File: config.mk
export PLATFORM = sky130hd
export DESIGN_NAME = owned_slot_allocator
export DESIGN_NICKNAME = d
export VERILOG_FILES = /design/src/rtl/core/osa_pkg.sv /design/src/rtl/core/osa_dp.sv /design/src/rtl/core/osa_ctrl.sv /design/src/rtl/core/owned_slot_allocator.sv
export VERILOG_INCLUDE_DIRS = /design/src /design/src/rtl/core
export SDC_FILE = /design/constraint.sdc
export NUM_CORES = 2
export LEC_CHECK = 0
export BUFFER_PORTS_ARGS = -buffer_cell sky130_fd_sc_hd__buf_2
export CAP_MARGIN = 20
export CELL_PAD_IN_SITES_DETAIL_PLACEMENT = 1
export CELL_PAD_IN_SITES_GLOBAL_PLACEMENT = 2
export CORE_ASPECT_RATIO = 0.8
export CORE_MARGIN = 4
export CORE_UTILIZATION = 47
export DETAILED_ROUTE_END_ITERATION = 16
export GPL_TIMING_DRIVEN = 0
export PLACE_DENSITY_LB_ADDON = 0.1
export SYNTH_ARGS = -nofsm -noshare
export SYNTH_HDL_FRONTEND = slang
export SYNTH_SLANG_ARGS = --single-unit
File: constraint.sdc
create_clock -name i_clk -period 7.2 [get_ports i_clk]
set_clock_uncertainty 0.2 [all_clocks]
set_input_delay 0 -clock i_clk [delete_from_list [all_inputs] [get_ports i_clk]]
set_output_delay 0 -clock i_clk [all_outputs]
set_load 0.005 [all_outputs]
File: src/rtl/core/owned_slot_allocator_assert.svh
// Assertion macros for the owned slot allocator.
// Included by the RTL files that carry concurrent checks; no other dependencies.
`ifndef OWNED_SLOT_ALLOCATOR_ASSERT_SVH
`define OWNED_SLOT_ALLOCATOR_ASSERT_SVH

// Same-cycle implication, checked on the rising clock edge outside reset.
`define OSA_ASSERT_NOW(label, clk, rst_n, ante, cons) \
    label: assert property (@(posedge clk) disable iff (!rst_n) (ante) |-> (cons)) \
        else $error("owned_slot_allocator: same-cycle check failed");

// Next-cycle implication, checked on the rising clock edge outside reset.
`define OSA_ASSERT_NEXT(label, clk, rst_n, ante, cons) \
    label: assert property (@(posedge clk) disable iff (!rst_n) (ante) |=> (cons)) \
        else $error("owned_slot_allocator: next-cycle check failed");

`endif

File: src/rtl/core/osa_pkg.sv
// Shared types and constants of the owned slot allocator.
// No dependencies; used by osa_dp, osa_ctrl and owned_slot_allocator.
`default_nettype none

package osa_pkg;

    // default sizes
    localparam int DEF_TABLES  = 4;
    localparam int DEF_SEATS   = 16;
    localparam int DEF_ID_BITS = 32;

    // beat field widths
    localparam int OP_W     = 2;
    localparam int TAB_W    = 2;
    localparam int SLOT_W   = 8;
    localparam int OWNER_W  = 32;
    localparam int STATUS_W = 3;
    localparam int GRANT_W  = 4;

    // input tdata layout, low bit up
    localparam int IN_OP_LSB    = 0;
    localparam int IN_TAB_LSB   = IN_OP_LSB + OP_W;
    localparam int IN_SLOT_LSB  = IN_TAB_LSB + TAB_W;
    localparam int IN_OWNER_LSB = IN_SLOT_LSB + SLOT_W;
    localparam int IN_BITS      = IN_OWNER_LSB + OWNER_W;
    localparam int IN_TDATA_W   = ((IN_BITS + 7) / 8) * 8;

    // output tdata layout, low bit up
    localparam int OUT_STATUS_LSB = 0;
    localparam int OUT_GRANT_LSB  = OUT_STATUS_LSB + STATUS_W;
    localparam int OUT_OWNER_LSB  = OUT_GRANT_LSB + GRANT_W;
    localparam int OUT_BITS       = OUT_OWNER_LSB + OWNER_W;
    localparam int OUT_TDATA_W    = ((OUT_BITS + 7) / 8) * 8;

    // opcodes
    localparam logic [OP_W-1:0] OP_CLAIM   = 2'd0;
    localparam logic [OP_W-1:0] OP_RELEASE = 2'd1;
    localparam logic [OP_W-1:0] OP_QUERY   = 2'd2;
    localparam logic [OP_W-1:0] OP_UNUSED  = 2'd3;

    // result status codes
    localparam logic [STATUS_W-1:0] ST_OK        = 3'd0;
    localparam logic [STATUS_W-1:0] ST_BAD_INDEX = 3'd1;
    localparam logic [STATUS_W-1:0] ST_FULL      = 3'd2;
    localparam logic [STATUS_W-1:0] ST_SEATED    = 3'd3;
    localparam logic [STATUS_W-1:0] ST_EMPTY     = 3'd4;
    localparam logic [STATUS_W-1:0] ST_MISMATCH  = 3'd5;

    // how the datapath closes out an item
    localparam int KIND_W = 3;
    localparam logic [KIND_W-1:0] KIND_BAD     = 3'd0;
    localparam logic [KIND_W-1:0] KIND_FULL    = 3'd1;
    localparam logic [KIND_W-1:0] KIND_CLAIM   = 3'd2;
    localparam logic [KIND_W-1:0] KIND_RELEASE = 3'd3;
    localparam logic [KIND_W-1:0] KIND_QUERY   = 3'd4;

    // controller -> datapath
    typedef struct packed {
        logic              load;       // latch request, fetch free word
        logic              scan_init;  // reset scan, read entry 0
        logic              scan_step;  // compare entry, read next
        logic              rd_slot;    // read addressed entry
        logic              commit;     // update state, load result
        logic [KIND_W-1:0] kind;
    } t_cmd;

    // datapath -> controller
    typedef struct packed {
        logic            bad;
        logic [OP_W-1:0] op;
        logic            full;
        logic            scan_last;
        logic            out_busy;
    } t_sts;

endpackage

`default_nettype wire

File: src/rtl/core/osa_dp.sv
// Datapath of the owned slot allocator: request registers, free bitmaps,
// owner memory, duplicate scan and result register. Uses osa_pkg.
`default_nettype none
`include "owned_slot_allocator_assert.svh"

module osa_dp #(
    parameter int TABLES  = osa_pkg::DEF_TABLES,
    parameter int SEATS   = osa_pkg::DEF_SEATS,
    parameter int ID_BITS = osa_pkg::DEF_ID_BITS
) (
    input  wire                                i_clk,
    input  wire                                i_rst_n,
    input  osa_pkg::t_cmd                      i_cmd,
    output osa_pkg::t_sts                      o_sts,
    input  wire  [osa_pkg::OP_W-1:0]           i_opcode,
    input  wire  [osa_pkg::TAB_W-1:0]          i_table_index,
    input  wire  [osa_pkg::SLOT_W-1:0]         i_slot_index,
    input  wire  [osa_pkg::OWNER_W-1:0]        i_owner_id,
    input  wire                                i_out_ready,
    output logic                               o_out_valid,
    output logic [osa_pkg::STATUS_W-1:0]       o_status,
    output logic [osa_pkg::GRANT_W-1:0]        o_granted_slot,
    output logic [osa_pkg::OWNER_W-1:0]        o_slot_owner
);

    localparam int TW    = (TABLES > 1) ? $clog2(TABLES) : 1;
    localparam int SW    = (SEATS > 1) ? $clog2(SEATS) : 1;
    localparam int DEPTH = TABLES * SEATS;
    localparam int AW    = (DEPTH > 1) ? $clog2(DEPTH) : 1;

    // request
    logic [osa_pkg::OP_W-1:0]   r_op;
    logic [osa_pkg::TAB_W-1:0]  r_tab;
    logic [osa_pkg::SLOT_W-1:0] r_slot;
    logic [ID_BITS-1:0]         r_id;
    logic [SEATS-1:0]           r_fb;

    // state
    logic [SEATS-1:0]   r_free [TABLES];
    logic [ID_BITS-1:0] r_mem  [DEPTH];
    logic [ID_BITS-1:0] r_rd_data;

    // scan
    logic [SW-1:0] r_cnt;
    logic [SW-1:0] r_first;
    logic          r_dup;
    logic          r_found;

    // result
    logic                         r_out_valid;
    logic [osa_pkg::STATUS_W-1:0] r_out_status;
    logic [osa_pkg::GRANT_W-1:0]  r_out_granted;
    logic [osa_pkg::OWNER_W-1:0]  r_out_owner;

    logic [TW-1:0]                t_idx;
    logic [SW-1:0]                s_idx;
    logic [AW-1:0]                base;
    logic                         slot_free;
    logic                         scan_last;
    logic                         rd_en;
    logic [SW-1:0]                rd_idx;
    logic [AW-1:0]                rd_addr;
    logic [AW-1:0]                wr_addr;
    logic                         wr_en;
    logic                         free_clr;
    logic                         free_set;
    logic [SW-1:0]                n_grant;
    logic [osa_pkg::STATUS_W-1:0] n_out_status;
    logic [osa_pkg::GRANT_W-1:0]  n_out_granted;
    logic [ID_BITS-1:0]           n_owner;
    logic                         claim_commit;

    assign t_idx     = TW'(r_tab);
    assign s_idx     = SW'(r_slot);
    assign base      = AW'(AW'(t_idx) * AW'(SEATS));
    assign slot_free = r_fb[s_idx];
    assign scan_last = (r_cnt == SW'(SEATS - 1));

    assign o_sts.bad       = (r_op == osa_pkg::OP_UNUSED) || (32'(r_tab) >= 32'(TABLES))
                             || (32'(r_slot) >= 32'(SEATS));
    assign o_sts.op        = r_op;
    assign o_sts.full      = (r_fb == '0);
    assign o_sts.scan_last = scan_last;
    assign o_sts.out_busy  = r_out_valid && !i_out_ready;

    // request capture; free word of the addressed table is copied here
    always_ff @(posedge i_clk) begin
        if (i_cmd.load) begin
            r_op   <= i_opcode;
            r_tab  <= i_table_index;
            r_slot <= i_slot_index;
            r_id   <= ID_BITS'(i_owner_id);
            r_fb   <= r_free[TW'(i_table_index)];
        end
    end

    // owner memory, one read and one write port
    always_comb begin
        rd_idx = '0;
        if (i_cmd.scan_step) begin
            rd_idx = SW'(r_cnt + SW'(1));
        end else if (i_cmd.rd_slot) begin
            rd_idx = s_idx;
        end
    end

    assign rd_en   = i_cmd.scan_init || (i_cmd.scan_step && !scan_last) || i_cmd.rd_slot;
    assign rd_addr = AW'(base + AW'(rd_idx));
    assign wr_addr = AW'(base + AW'(n_grant));

    always_ff @(posedge i_clk) begin
        if (wr_en) begin
            r_mem[wr_addr] <= r_id;
        end
        if (rd_en) begin
            r_rd_data <= r_mem[rd_addr];
        end
    end

    // duplicate scan; r_rd_data holds entry r_cnt during a step
    always_ff @(posedge i_clk) begin
        if (!i_rst_n) begin
            r_dup   <= 1'b0;
            r_found <= 1'b0;
            r_first <= '0;
            r_cnt   <= '0;
        end else if (i_cmd.scan_init) begin
            r_dup   <= 1'b0;
            r_found <= 1'b0;
            r_cnt   <= '0;
        end else if (i_cmd.scan_step) begin
            if (!r_fb[r_cnt] && (r_rd_data == r_id)) begin
                r_dup <= 1'b1;
            end
            if (r_fb[r_cnt] && !r_found) begin
                r_found <= 1'b1;
                r_first <= r_cnt;
            end
            if (!scan_last) begin
                r_cnt <= SW'(r_cnt + SW'(1));
            end
        end
    end

    // close-out decision
    always_comb begin
        n_out_status  = osa_pkg::ST_OK;
        n_grant       = s_idx;
        n_owner       = '0;
        wr_en         = 1'b0;
        free_clr      = 1'b0;
        free_set      = 1'b0;
        case (i_cmd.kind)
            osa_pkg::KIND_BAD: begin
                n_out_status = osa_pkg::ST_BAD_INDEX;
            end
            osa_pkg::KIND_FULL: begin
                n_out_status = osa_pkg::ST_FULL;
            end
            osa_pkg::KIND_CLAIM: begin
                if (r_dup) begin
                    n_out_status = osa_pkg::ST_SEATED;
                end else begin
                    n_grant  = slot_free ? s_idx : r_first;
                    wr_en    = i_cmd.commit;
                    free_clr = i_cmd.commit;
                end
            end
            osa_pkg::KIND_RELEASE: begin
                if (slot_free) begin
                    n_out_status = osa_pkg::ST_EMPTY;
                end else if (r_rd_data != r_id) begin
                    n_out_status = osa_pkg::ST_MISMATCH;
                end else begin
                    // memory entry of a free slot is never used, so no zero write
                    free_set = i_cmd.commit;
                end
            end
            osa_pkg::KIND_QUERY: begin
                n_owner = slot_free ? '0 : r_rd_data;
            end
            default: begin
                n_out_status = osa_pkg::ST_BAD_INDEX;
            end
        endcase
    end

    always_comb begin
        n_out_granted = r_slot[osa_pkg::GRANT_W-1:0];
        if ((i_cmd.kind == osa_pkg::KIND_CLAIM) && !r_dup) begin
            n_out_granted = osa_pkg::GRANT_W'(n_grant);
        end
    end

    // free bitmaps
    always_ff @(posedge i_clk) begin
        if (!i_rst_n) begin
            for (int t = 0; t < TABLES; t++) begin
                r_free[t] <= '1;
            end
        end else if (free_clr) begin
            r_free[t_idx][n_grant] <= 1'b0;
        end else if (free_set) begin
            r_free[t_idx][s_idx] <= 1'b1;
        end
    end

    // result register
    always_ff @(posedge i_clk) begin
        if (!i_rst_n) begin
            r_out_valid <= 1'b0;
        end else begin
            r_out_valid <= i_cmd.commit || (r_out_valid && !i_out_ready);
        end
    end

    always_ff @(posedge i_clk) begin
        if (i_cmd.commit) begin
            r_out_status  <= n_out_status;
            r_out_granted <= n_out_granted;
            r_out_owner   <= osa_pkg::OWNER_W'(n_owner);
        end
    end

    assign o_out_valid    = r_out_valid;
    assign o_status       = r_out_status;
    assign o_granted_slot = r_out_granted;
    assign o_slot_owner   = r_out_owner;

    assign claim_commit = i_cmd.commit && (i_cmd.kind == osa_pkg::KIND_CLAIM) && !r_dup;

    `OSA_ASSERT_NEXT(a_commit_loads_result, i_clk, i_rst_n, i_cmd.commit, r_out_valid)
    `OSA_ASSERT_NOW(a_first_free_is_free, i_clk, i_rst_n, i_cmd.scan_step && r_found, r_fb[r_first])
    `OSA_ASSERT_NOW(a_claim_takes_free_slot, i_clk, i_rst_n, claim_commit, r_fb[n_grant])

endmodule

`default_nettype wire

File: src/rtl/core/osa_ctrl.sv
// Controller of the owned slot allocator: sequences check, scan and close-out.
// Uses osa_pkg command and status types; drives osa_dp.
`default_nettype none

module osa_ctrl (
    input  wire           i_clk,
    input  wire           i_rst_n,
    input  wire           i_in_valid,
    output logic          o_in_ready,
    input  osa_pkg::t_sts i_sts,
    output osa_pkg::t_cmd o_cmd
);

    localparam logic [1:0] S_IDLE  = 2'd0;
    localparam logic [1:0] S_CHECK = 2'd1;
    localparam logic [1:0] S_SCAN  = 2'd2;
    localparam logic [1:0] S_DONE  = 2'd3;

    logic [1:0]                   r_state;
    logic [1:0]                   n_state;
    logic [osa_pkg::KIND_W-1:0]   r_kind;
    logic [osa_pkg::KIND_W-1:0]   n_kind;

    // no beat is taken while reset is held
    assign o_in_ready = i_rst_n && (r_state == S_IDLE);

    always_comb begin
        n_state         = r_state;
        n_kind          = r_kind;
        o_cmd           = '0;
        o_cmd.kind      = r_kind;
        case (r_state)
            S_IDLE: begin
                if (i_in_valid) begin
                    o_cmd.load = 1'b1;
                    n_state    = S_CHECK;
                end
            end
            S_CHECK: begin
                n_state = S_DONE;
                if (i_sts.bad) begin
                    n_kind = osa_pkg::KIND_BAD;
                end else if (i_sts.op == osa_pkg::OP_CLAIM) begin
                    if (i_sts.full) begin
                        n_kind = osa_pkg::KIND_FULL;
                    end else begin
                        n_kind          = osa_pkg::KIND_CLAIM;
                        o_cmd.scan_init = 1'b1;
                        n_state         = S_SCAN;
                    end
                end else if (i_sts.op == osa_pkg::OP_RELEASE) begin
                    n_kind        = osa_pkg::KIND_RELEASE;
                    o_cmd.rd_slot = 1'b1;
                end else begin
                    n_kind        = osa_pkg::KIND_QUERY;
                    o_cmd.rd_slot = 1'b1;
                end
            end
            S_SCAN: begin
                o_cmd.scan_step = 1'b1;
                if (i_sts.scan_last) begin
                    n_state = S_DONE;
                end
            end
            S_DONE: begin
                if (!i_sts.out_busy) begin
                    o_cmd.commit = 1'b1;
                    n_state      = S_IDLE;
                end
            end
            default: begin
                n_state = S_IDLE;
            end
        endcase
    end

    always_ff @(posedge i_clk) begin
        if (!i_rst_n) begin
            r_state <= S_IDLE;
            r_kind  <= osa_pkg::KIND_BAD;
        end else begin
            r_state <= n_state;
            r_kind  <= n_kind;
        end
    end

endmodule

`default_nettype wire

File: src/rtl/core/owned_slot_allocator.sv
// Top level of the owned slot allocator: stream ports, controller and datapath.
// Depends on osa_pkg, osa_ctrl and osa_dp.
//
//  channel | dir | handshake                 | tdata fields (low bit up)
//  --------+-----+---------------------------+---------------------------------------
//  request | in  | i_s_tvalid / o_s_tready   | opcode 2, table_index 2, slot_index 8,
//          |     |                           | owner_id 32, 4 pad bits
//  result  | out | o_m_tvalid / i_m_tready   | status 3, granted_slot 4, slot_owner 32,
//          |     |                           | 1 pad bit
//
// One request at a time. A claim that passes the early checks scans all SEATS
// owner entries of its table through the single read port of the owner memory,
// one entry a cycle, between the check and the close-out.
// Release, query, bad-index and full-table requests skip the scan and go from the check to close-out.
// The result register decouples the sides: a new request is taken while the
// last result waits; close-out stalls only if that result is still pending.
// Reset (synchronous, active low) marks every slot free at once; owner memory
// has no reset and needs no clearing pass, since a free slot's entry is never
// used and a query of a free slot answers owner 0.
`default_nettype none

module owned_slot_allocator #(
    parameter int TABLES  = osa_pkg::DEF_TABLES,
    parameter int SEATS   = osa_pkg::DEF_SEATS,
    parameter int ID_BITS = osa_pkg::DEF_ID_BITS
) (
    input  wire                                 i_clk,
    input  wire                                 i_rst_n,
    // request beat
    input  wire                                 i_s_tvalid,
    output logic                                o_s_tready,
    // opcode[1:0], table_index[3:2], slot_index[11:4], owner_id[43:12], zero[47:44]
    input  wire  [osa_pkg::IN_TDATA_W-1:0]      i_s_tdata,
    // result beat
    output logic                                o_m_tvalid,
    input  wire                                 i_m_tready,
    // status[2:0], granted_slot[6:3], slot_owner[38:7], zero[39]
    output logic [osa_pkg::OUT_TDATA_W-1:0]     o_m_tdata
);

    osa_pkg::t_cmd cmd;
    osa_pkg::t_sts sts;

    logic [osa_pkg::STATUS_W-1:0] out_status;
    logic [osa_pkg::GRANT_W-1:0]  out_granted;
    logic [osa_pkg::OWNER_W-1:0]  out_owner;

    osa_ctrl u_ctrl (
        .i_clk      (i_clk),
        .i_rst_n    (i_rst_n),
        .i_in_valid (i_s_tvalid),
        .o_in_ready (o_s_tready),
        .i_sts      (sts),
        .o_cmd      (cmd)
    );

    osa_dp #(
        .TABLES  (TABLES),
        .SEATS   (SEATS),
        .ID_BITS (ID_BITS)
    ) u_dp (
        .i_clk          (i_clk),
        .i_rst_n        (i_rst_n),
        .i_cmd          (cmd),
        .o_sts          (sts),
        .i_opcode       (i_s_tdata[osa_pkg::IN_OP_LSB +: osa_pkg::OP_W]),
        .i_table_index  (i_s_tdata[osa_pkg::IN_TAB_LSB +: osa_pkg::TAB_W]),
        .i_slot_index   (i_s_tdata[osa_pkg::IN_SLOT_LSB +: osa_pkg::SLOT_W]),
        .i_owner_id     (i_s_tdata[osa_pkg::IN_OWNER_LSB +: osa_pkg::OWNER_W]),
        .i_out_ready    (i_m_tready),
        .o_out_valid    (o_m_tvalid),
        .o_status       (out_status),
        .o_granted_slot (out_granted),
        .o_slot_owner   (out_owner)
    );

    // pack result beat, pad bits zero
    always_comb begin
        o_m_tdata = '0;
        o_m_tdata[osa_pkg::OUT_STATUS_LSB +: osa_pkg::STATUS_W] = out_status;
        o_m_tdata[osa_pkg::OUT_GRANT_LSB +: osa_pkg::GRANT_W]   = out_granted;
        o_m_tdata[osa_pkg::OUT_OWNER_LSB +: osa_pkg::OWNER_W]   = out_owner;
    end

endmodule

`default_nettype wire
# --- Yosys cells after proc, flatten, opt, wreduce, memory -nomap -nowiden ---
# Memories as Yosys holds them, arrays and structs flattened. A register that Yosys moved wholly into a read port is not among the register bits.
# Index checks and enable logic that the tools add are counted.
# Widths: inputs -> output; s select.
totals:
  ff_bits: 99
  ramBits: 2112
  input_bits: 52
  output_inout_bits: 42
  word_cells: 162
  n_memories: 2
classes:
  add_sub_neg: 3
  magnitude_cmp: 6
  n_eq_ne: 15
  n_mux: 74
  bitwise_logic: 20
  reduce_logical: 28
mem_list:
  columns: ["name", "words", "width", "read_ports", "rd_ports_with_merged_regs", "write_ports", "line_no", "text"]
  rows:
  - ["u_dp.r_mem", 64, 32, 1, 1, 1, "osa_dp.sv:40", "logic [ID_BITS-1:0] r_mem [DEPTH];"]
  - ["u_dp.r_free", 4, 16, 1, 1, 4, "osa_dp.sv:39", "logic [SEATS-1:0] r_free [TABLES];"]
op_table:
  columns: ["cell", "n"]
  rows:
  - ["$mux 16", 4]
  - ["$mux 1", 45]
  - ["$eq 32x32->1", 1]
  - ["$ne 32x32->1", 1]
  - ["$mux 4", 6]
  - ["$logic_not 16->1", 1]
  - ["$mux 2", 8]
  - ["$or 1x1->1", 16]
  - ["$reduce_or 16->1", 1]
  - ["$lt 4x5->1 const B", 3]
  - ["$mux 3", 5]
  - ["$add 6x4->6", 2]
  - ["$pmux 3 s4", 1]
  - ["$bmux 1 s4", 2]
  - ["$demux 1 s4", 2]
  - ["$ge 4x1->1 const B", 2]
  - ["$ge 8x5->1 const B", 1]
  - ["$logic_and 1x1->1", 8]
  - ["$pmux 2 s4", 1]
  - ["$eq 2x2->1 const B", 3]
  - ["$eq 3x2->1 const B", 2]
  - ["$reduce_and 2->1", 3]
  - ["$reduce_and 3->1", 2]
  - ["$logic_not 1->1", 5]
  - ["11 further kinds", 21]

# --- Logic depth before layout (Yosys ltp) ---
depth:
  word_depth: 14
  ltp_mapped: 13
  ltp_nobuf: 10

# --- Modules after synthesis ---
# Synthesis repeated with hierarchy kept, for this count alone.
unflattened:
  cells_unflattened: 6845
  area_unflattened_um2: 90928.5
by_module_without_submodules:
  columns: ["mod", "n_inst", "cells_per_inst", "area_per_inst_um2", "seq_area_each_um2"]
  rows:
  - ["osa_dp", 1, 6801, 90551.8, 67574.8]
  - ["osa_ctrl", 1, 42, 365.4, 100.1]
  - ["owned_slot_allocator", 1, 2, 11.3, 0.0]

# --- Worst setup path after synthesis ---
# Ideal clock, no wire load.
synth_timing:
  path_kind: "flip-flop to flip-flop"
  start: "reg u_ctrl.r_state[1]"
  end: "mem u_dp.r_mem[56][0] (netlist name), enable pin"
  setup_time_ps: 421
  arrival_ps: 4477
  required_ps: 6579
  setup_slack_ps: 2102
  stages_incl_launch_ff: 8
  path_buffers: 0
  synth_period_minus_slack_ps: 5098
  cell_sequence: "dfxtp_1 > ha_1 > inv_1 > nor2_1 > nand2_1 > nor2b_1 > nand3_1 > nor2_1"
synth_between:
  elab_chain_len: 6
synth_rtl:
  columns: ["element", "line_no", "text"]
  rows:
  - ["from (decl)", "osa_ctrl.sv:19", "logic [1:0] r_state;"]
  - ["from (signal assigned)", "osa_ctrl.sv:82", "r_state <= n_state;"]
  - ["$eq 2x2->1", "osa_ctrl.sv:32", "case (r_state)"]
  - ["$mux 1", "osa_ctrl.sv:32", null]
  - ["$mux 1", "osa_dp.sv:161", "if (r_dup) begin"]
  - ["$mux 1", "osa_dp.sv:153", "case (i_cmd.kind)"]
  - ["$mux 1", "osa_dp.sv:112", "if (wr_en) begin"]
  - ["$mux 1 (implied by the code)", "osa_dp.sv:113", "r_mem[wr_addr] <= r_id;"]
  - ["to (decl)", "osa_dp.sv:40", null]
# No other way between the ends.

# --- Final worst setup path ---
layout_timing:
  start: "reg u_dp.r_slot[2] (netlist name)"
  end: "reg u_dp.r_rd_data[8] (read register of u_dp.r_mem) (data pin)"
layout_between:
  elab_chain_len: 7
  word_cells_on_any_way: 11
  classes_between: "1 x add/sub; 1 x order compare; 6 x mux; 3 x reduce/logical"
layout_rtl:
  columns: ["element", "line_no", "text"]
  rows:
  - ["from (decl)", "osa_dp.sv:34", "logic [osa_pkg::SLOT_W-1:0] r_slot;"]
  - ["from (signal assigned)", "osa_dp.sv:91", "r_slot <= i_slot_index;"]
  - ["$ge 8x5->1", "osa_dp.sv:80", "|| (32'(r_slot) >= 32'(SEATS));"]
  - ["$logic_or 1x1->1", "osa_dp.sv:80", null]
  - ["$mux 1", "osa_ctrl.sv:41", "if (i_sts.bad) begin"]
  - ["$mux 1", "osa_ctrl.sv:32", null]
  - ["$mux 4", "osa_dp.sv:102", "end else if (i_cmd.rd_slot) begin"]
  - ["$mux 4", "osa_dp.sv:100", "if (i_cmd.scan_step) begin"]
  - ["$add 6x4->6", "osa_dp.sv:108", "assign rd_addr = AW'(base + AW'(rd_idx));"]
  - ["to (decl)", "osa_dp.sv:41", "logic [ID_BITS-1:0] r_rd_data;"]
# Several ways; a longest one is shown, not always the timed one.
# A chain may end at the register's enable or synchronous reset.

==> impl_metrics.env <==
export IMPL_outcome="finished, final reports clean"
export IMPL_dpl_cell_count=8594
export IMPL_hold_slack_ns=0.1449
export IMPL_globalplace_congestion=0.9131
export IMPL_clockBufferDepth=3
export IMPL_synth_main_ff_cell="edfxtp_1"
export IMPL_synth_area_per_cell_sq_um=15.29
export IMPL_clk_root_buffer_cell="clkbuf_16"
export IMPL_synth_largest_area_cell="edfxtp_1"
export IMPL_powerDensity_nw_per_um2=330.1
export IMPL_cts_buffers=219
export IMPL_postCtsResizedCells=0
export IMPL_layout_drive_gt1_share_pct=14.52
export IMPL_arrival_ns=6.74
export IMPL_grt_pass1_vias=56543
export IMPL_hold_depth=6
export IMPL_nFillCells=17336
export IMPL_synth_top_area_share_pct=76.20
export IMPL_ys_types=78
export IMPL_grtUsageTotal_pct=32.63
export IMPL_ys_top_cells_by_count="edfxtp_1 (2,243), nand2_1 (1,378), a21oi_1 (275)"
export IMPL_coreArea_sq_um=187100
export IMPL_clock_sinks=2259
export IMPL_setup_tns_ns=0
export IMPL_row_count=142
export IMPL_min_period_ns=6.388
export IMPL_vias=57616
export IMPL_tightest_slew_ns=1.281
export IMPL_required_ns=7.55
export IMPL_ir_drop_mv=0.2215
export IMPL_insertion_delay_ns=0.87
export IMPL_grt_pass1_wl_mm=446.3
export IMPL_reg2reg_slack_ns=0.81
export IMPL_synth_area_sq_um=88390
export IMPL_hp_class="input pin to flop"
export IMPL_yosysSeqAreaShare_pct=76.56
export IMPL_initial_core_util_pct=47.25
export IMPL_io_pins=94
export IMPL_setup_viol=0
export IMPL_overflow=0
export IMPL_fin_crit_sh_pct=88.72
export IMPL_p_total_mw=34.70
export IMPL_dieHeight_um=395.9
export IMPL_synth_xor_area_share_pct=0.3751
export IMPL_timing_fmax_ghz=0.1565
export IMPL_worstSetupStartpointType="flop"
export IMPL_yosysMostFrequentCell="edfxtp_1"
export IMPL_antenna_found_initial=26
export IMPL_hp_start="i_s_tvalid"
export IMPL_netlist_instances=5782
export IMPL_synth_edf_count=2243
export IMPL_wl_per_cell_um=35.30
export IMPL_async_reset_ff_share_pct=0
export IMPL_met3_length_mm=35.85
export IMPL_syn_to_final_growth_pct=18.91
export IMPL_vias_per_cell=6.334
export IMPL_hold_buffers=94
export IMPL_dieArea_sq_um=195100
export IMPL_whs_endpoint="u_ctrl.r_state[1]$_SDFFE_PN0P_"
export IMPL_synth_area_top_cells="edfxtp_1 (76%), nand2_1 (5.9%), mux4_2 (3.8%), a21oi_1 (1.6%), nand3_1 (1.5%)"
export IMPL_cts_tree="done"
export IMPL_rsz0062_at_grt="false"
export IMPL_power_leakage_nw=34.32
export IMPL_r2r_cells=12
export IMPL_synth_compound_area_share_pct=6.806
export IMPL_yosysWarnings=0
export IMPL_drt_iter0_drc=8380
export IMPL_grt_max_degree=34
export IMPL_htreeDepth=4
export IMPL_synth_adder_area_share_pct=0.08493
export IMPL_reg2reg_from="u_dp.r_slot[2]$_DFFE_PP_"
export IMPL_route_met2_wl_mm=138.2
export IMPL_synthMuxAreaShare_pct=5.158
export IMPL_routed_top_layer="met5"
export IMPL_stdcell_area_sq_um=105100
export IMPL_dieWidth_um=492.9
export IMPL_dp_hpwl_mm=228.0
export IMPL_synth_top_family_by_area="simple AND/OR/NAND/NOR gates"
export IMPL_portBuffers=88
export IMPL_placed_area_sq_um=97400
export IMPL_wl_met1_mm=136.0
export IMPL_cts_setup_buffers=0
export IMPL_finish_net_count=6454
export IMPL_hold_viol=0
export IMPL_synthSimpleGateAreaFrac_pct=9.184
export IMPL_ant_nets=0
export IMPL_clk_pin_slew_worst_paths_ns=0.07
export IMPL_drtPass1Iterations=7
export IMPL_slew_headroom_pct=12.42
export IMPL_critPathMaxFanout=12
export IMPL_fin_cells=9096
export IMPL_timing_rr_end="u_dp.r_rd_data[8]$_DFFE_PP_"
export IMPL_drt_total_wl_mm=321.1
export IMPL_criticalPathCategory="flop to flop"
export IMPL_maxCapViolCount=0
export IMPL_slew_violations=0
export IMPL_synth_fp_nets=5840
export IMPL_critPathCaptureType="flop"
export IMPL_drc=0
export IMPL_ys_ff_latch=2259
[per-layer routing]
layer  global-route usage (%)  up-vias
met5                   0.5172        -
met2                    46.71     3174
li1                         -    23449
met3                    8.051      433
met4                    9.647       10
met1                    49.57    30550
[worst max-delay path, cell delays in order (launching register included)]
cell      delay, ns
edfxtp_1       0.52
clkbuf_1       0.63
nor2b_1        0.22
nand4_1        0.33
nand2_1        0.47
buf_2          0.78
nor2_1         0.17
clkbuf_1       0.59
clkbuf_1       0.47
nand3_1        0.22
nand4_1        0.34
a22o_1         0.46
a211oi_1       0.62
[final cells by class]
class                   instances  area, sq um  area share, %
diodes                          5        12.51        0.01190
plain buffers                 375         1582          1.505
clock buffers                 286         5806          5.523
clock inverters               110        877.1         0.8344
inverters                      10        37.54        0.03571
multi-input cells            3138        19860          18.90
flip-flops and latches       2259        67670          64.38
well taps                    2520         3153          3.000
repair buffers                393         6107          5.810
[per-stage QoR]
step / worst slack [ns] / utilization, %
2_1_floorplan: 2.102 / -
3_3_place_gp: -1.788 / 49.17
3_5_place_dp: 1.089 / 52.06
4_1_cts: 0.9966 / 56.14
5_1_grt: 0.9465 / 56.18
6_report: 0.8119 / 56.18
[cells in the final DEF (no fill, tap or decap), types with 37 or more instances in the layout]
master and n:
edfxtp_1 2243, nand2_1 1377, clkbuf_1 315, a21oi_1 275, nand3_1 267, clkbuf_16 222, buf_2 169, mux4_2 150
a31oi_1 137, buf_16 124, mux2i_1 109, dlygate4sd3_1 94, o21ai_0 78, a2111oi_0 65, nor2_4 65, o2111ai_1 62
buf_12 46, clkinv_1 45, nand4_1 44, a32oi_1 41, and2_1 40, nor2_1 39, and3_1 37, clkinv_2 37
[power by group]
part	leakage, nW	total [mW]	switching (mW)	internal (mW)
Sequential	20.1	15.7	0.357	15.3
Combinational	10.9	7.90	5.54	2.36
Clock	3.26	11.1	5.11	6.02
Total	34.3	34.7	11.0	23.7
[how the worst max path moves through the flow]
stage                                        start                     endpoint  cells after the start
global placement    u_ctrl.r_state[0]$_SDFFE_PN0P_  u_dp.r_mem[62][4]$_DFFE_PP_                      7
detailed placement        u_dp.r_slot[2]$_DFFE_PP_  u_dp.r_rd_data[8]$_DFFE_PP_                     12
floorplan           u_ctrl.r_state[1]$_SDFFE_PN0P_  u_dp.r_mem[56][0]$_DFFE_PP_                      7
CTS                       u_dp.r_slot[2]$_DFFE_PP_  u_dp.r_rd_data[8]$_DFFE_PP_                     12
global route              u_dp.r_slot[2]$_DFFE_PP_  u_dp.r_rd_data[9]$_DFFE_PP_                     12
finish                    u_dp.r_slot[2]$_DFFE_PP_  u_dp.r_rd_data[8]$_DFFE_PP_                     12
[sequential cells by signal, summed over array words and instances (netlist names), 2 cells and up]
register / count
u_dp.r_op: 2
u_dp.r_mem: 2048
u_dp.r_id: 32
u_ctrl.r_kind: 3
u_dp.r_cnt: 4
u_dp.o_slot_owner: 32
u_dp.r_rd_data: 32
u_dp.r_tab: 2
u_dp.o_status: 3
u_dp.r_fb: 16
u_dp.r_first: 4
u_dp.r_free: 64
u_dp.r_slot: 8
u_ctrl.r_state: 2
u_dp.o_granted_slot: 4
[cells by family (layout without fill, tap and decap cells)]
family,after synthesis,in the layout
compound gates,891,891
mux,267,267
xor+xnor,37,37
other cells,1,6
flops,2259,2259
fa+ha+maj,6,6
simple gates,1936,1936
buf+inv,385,1174
Power figures use the tool's default switching activity.
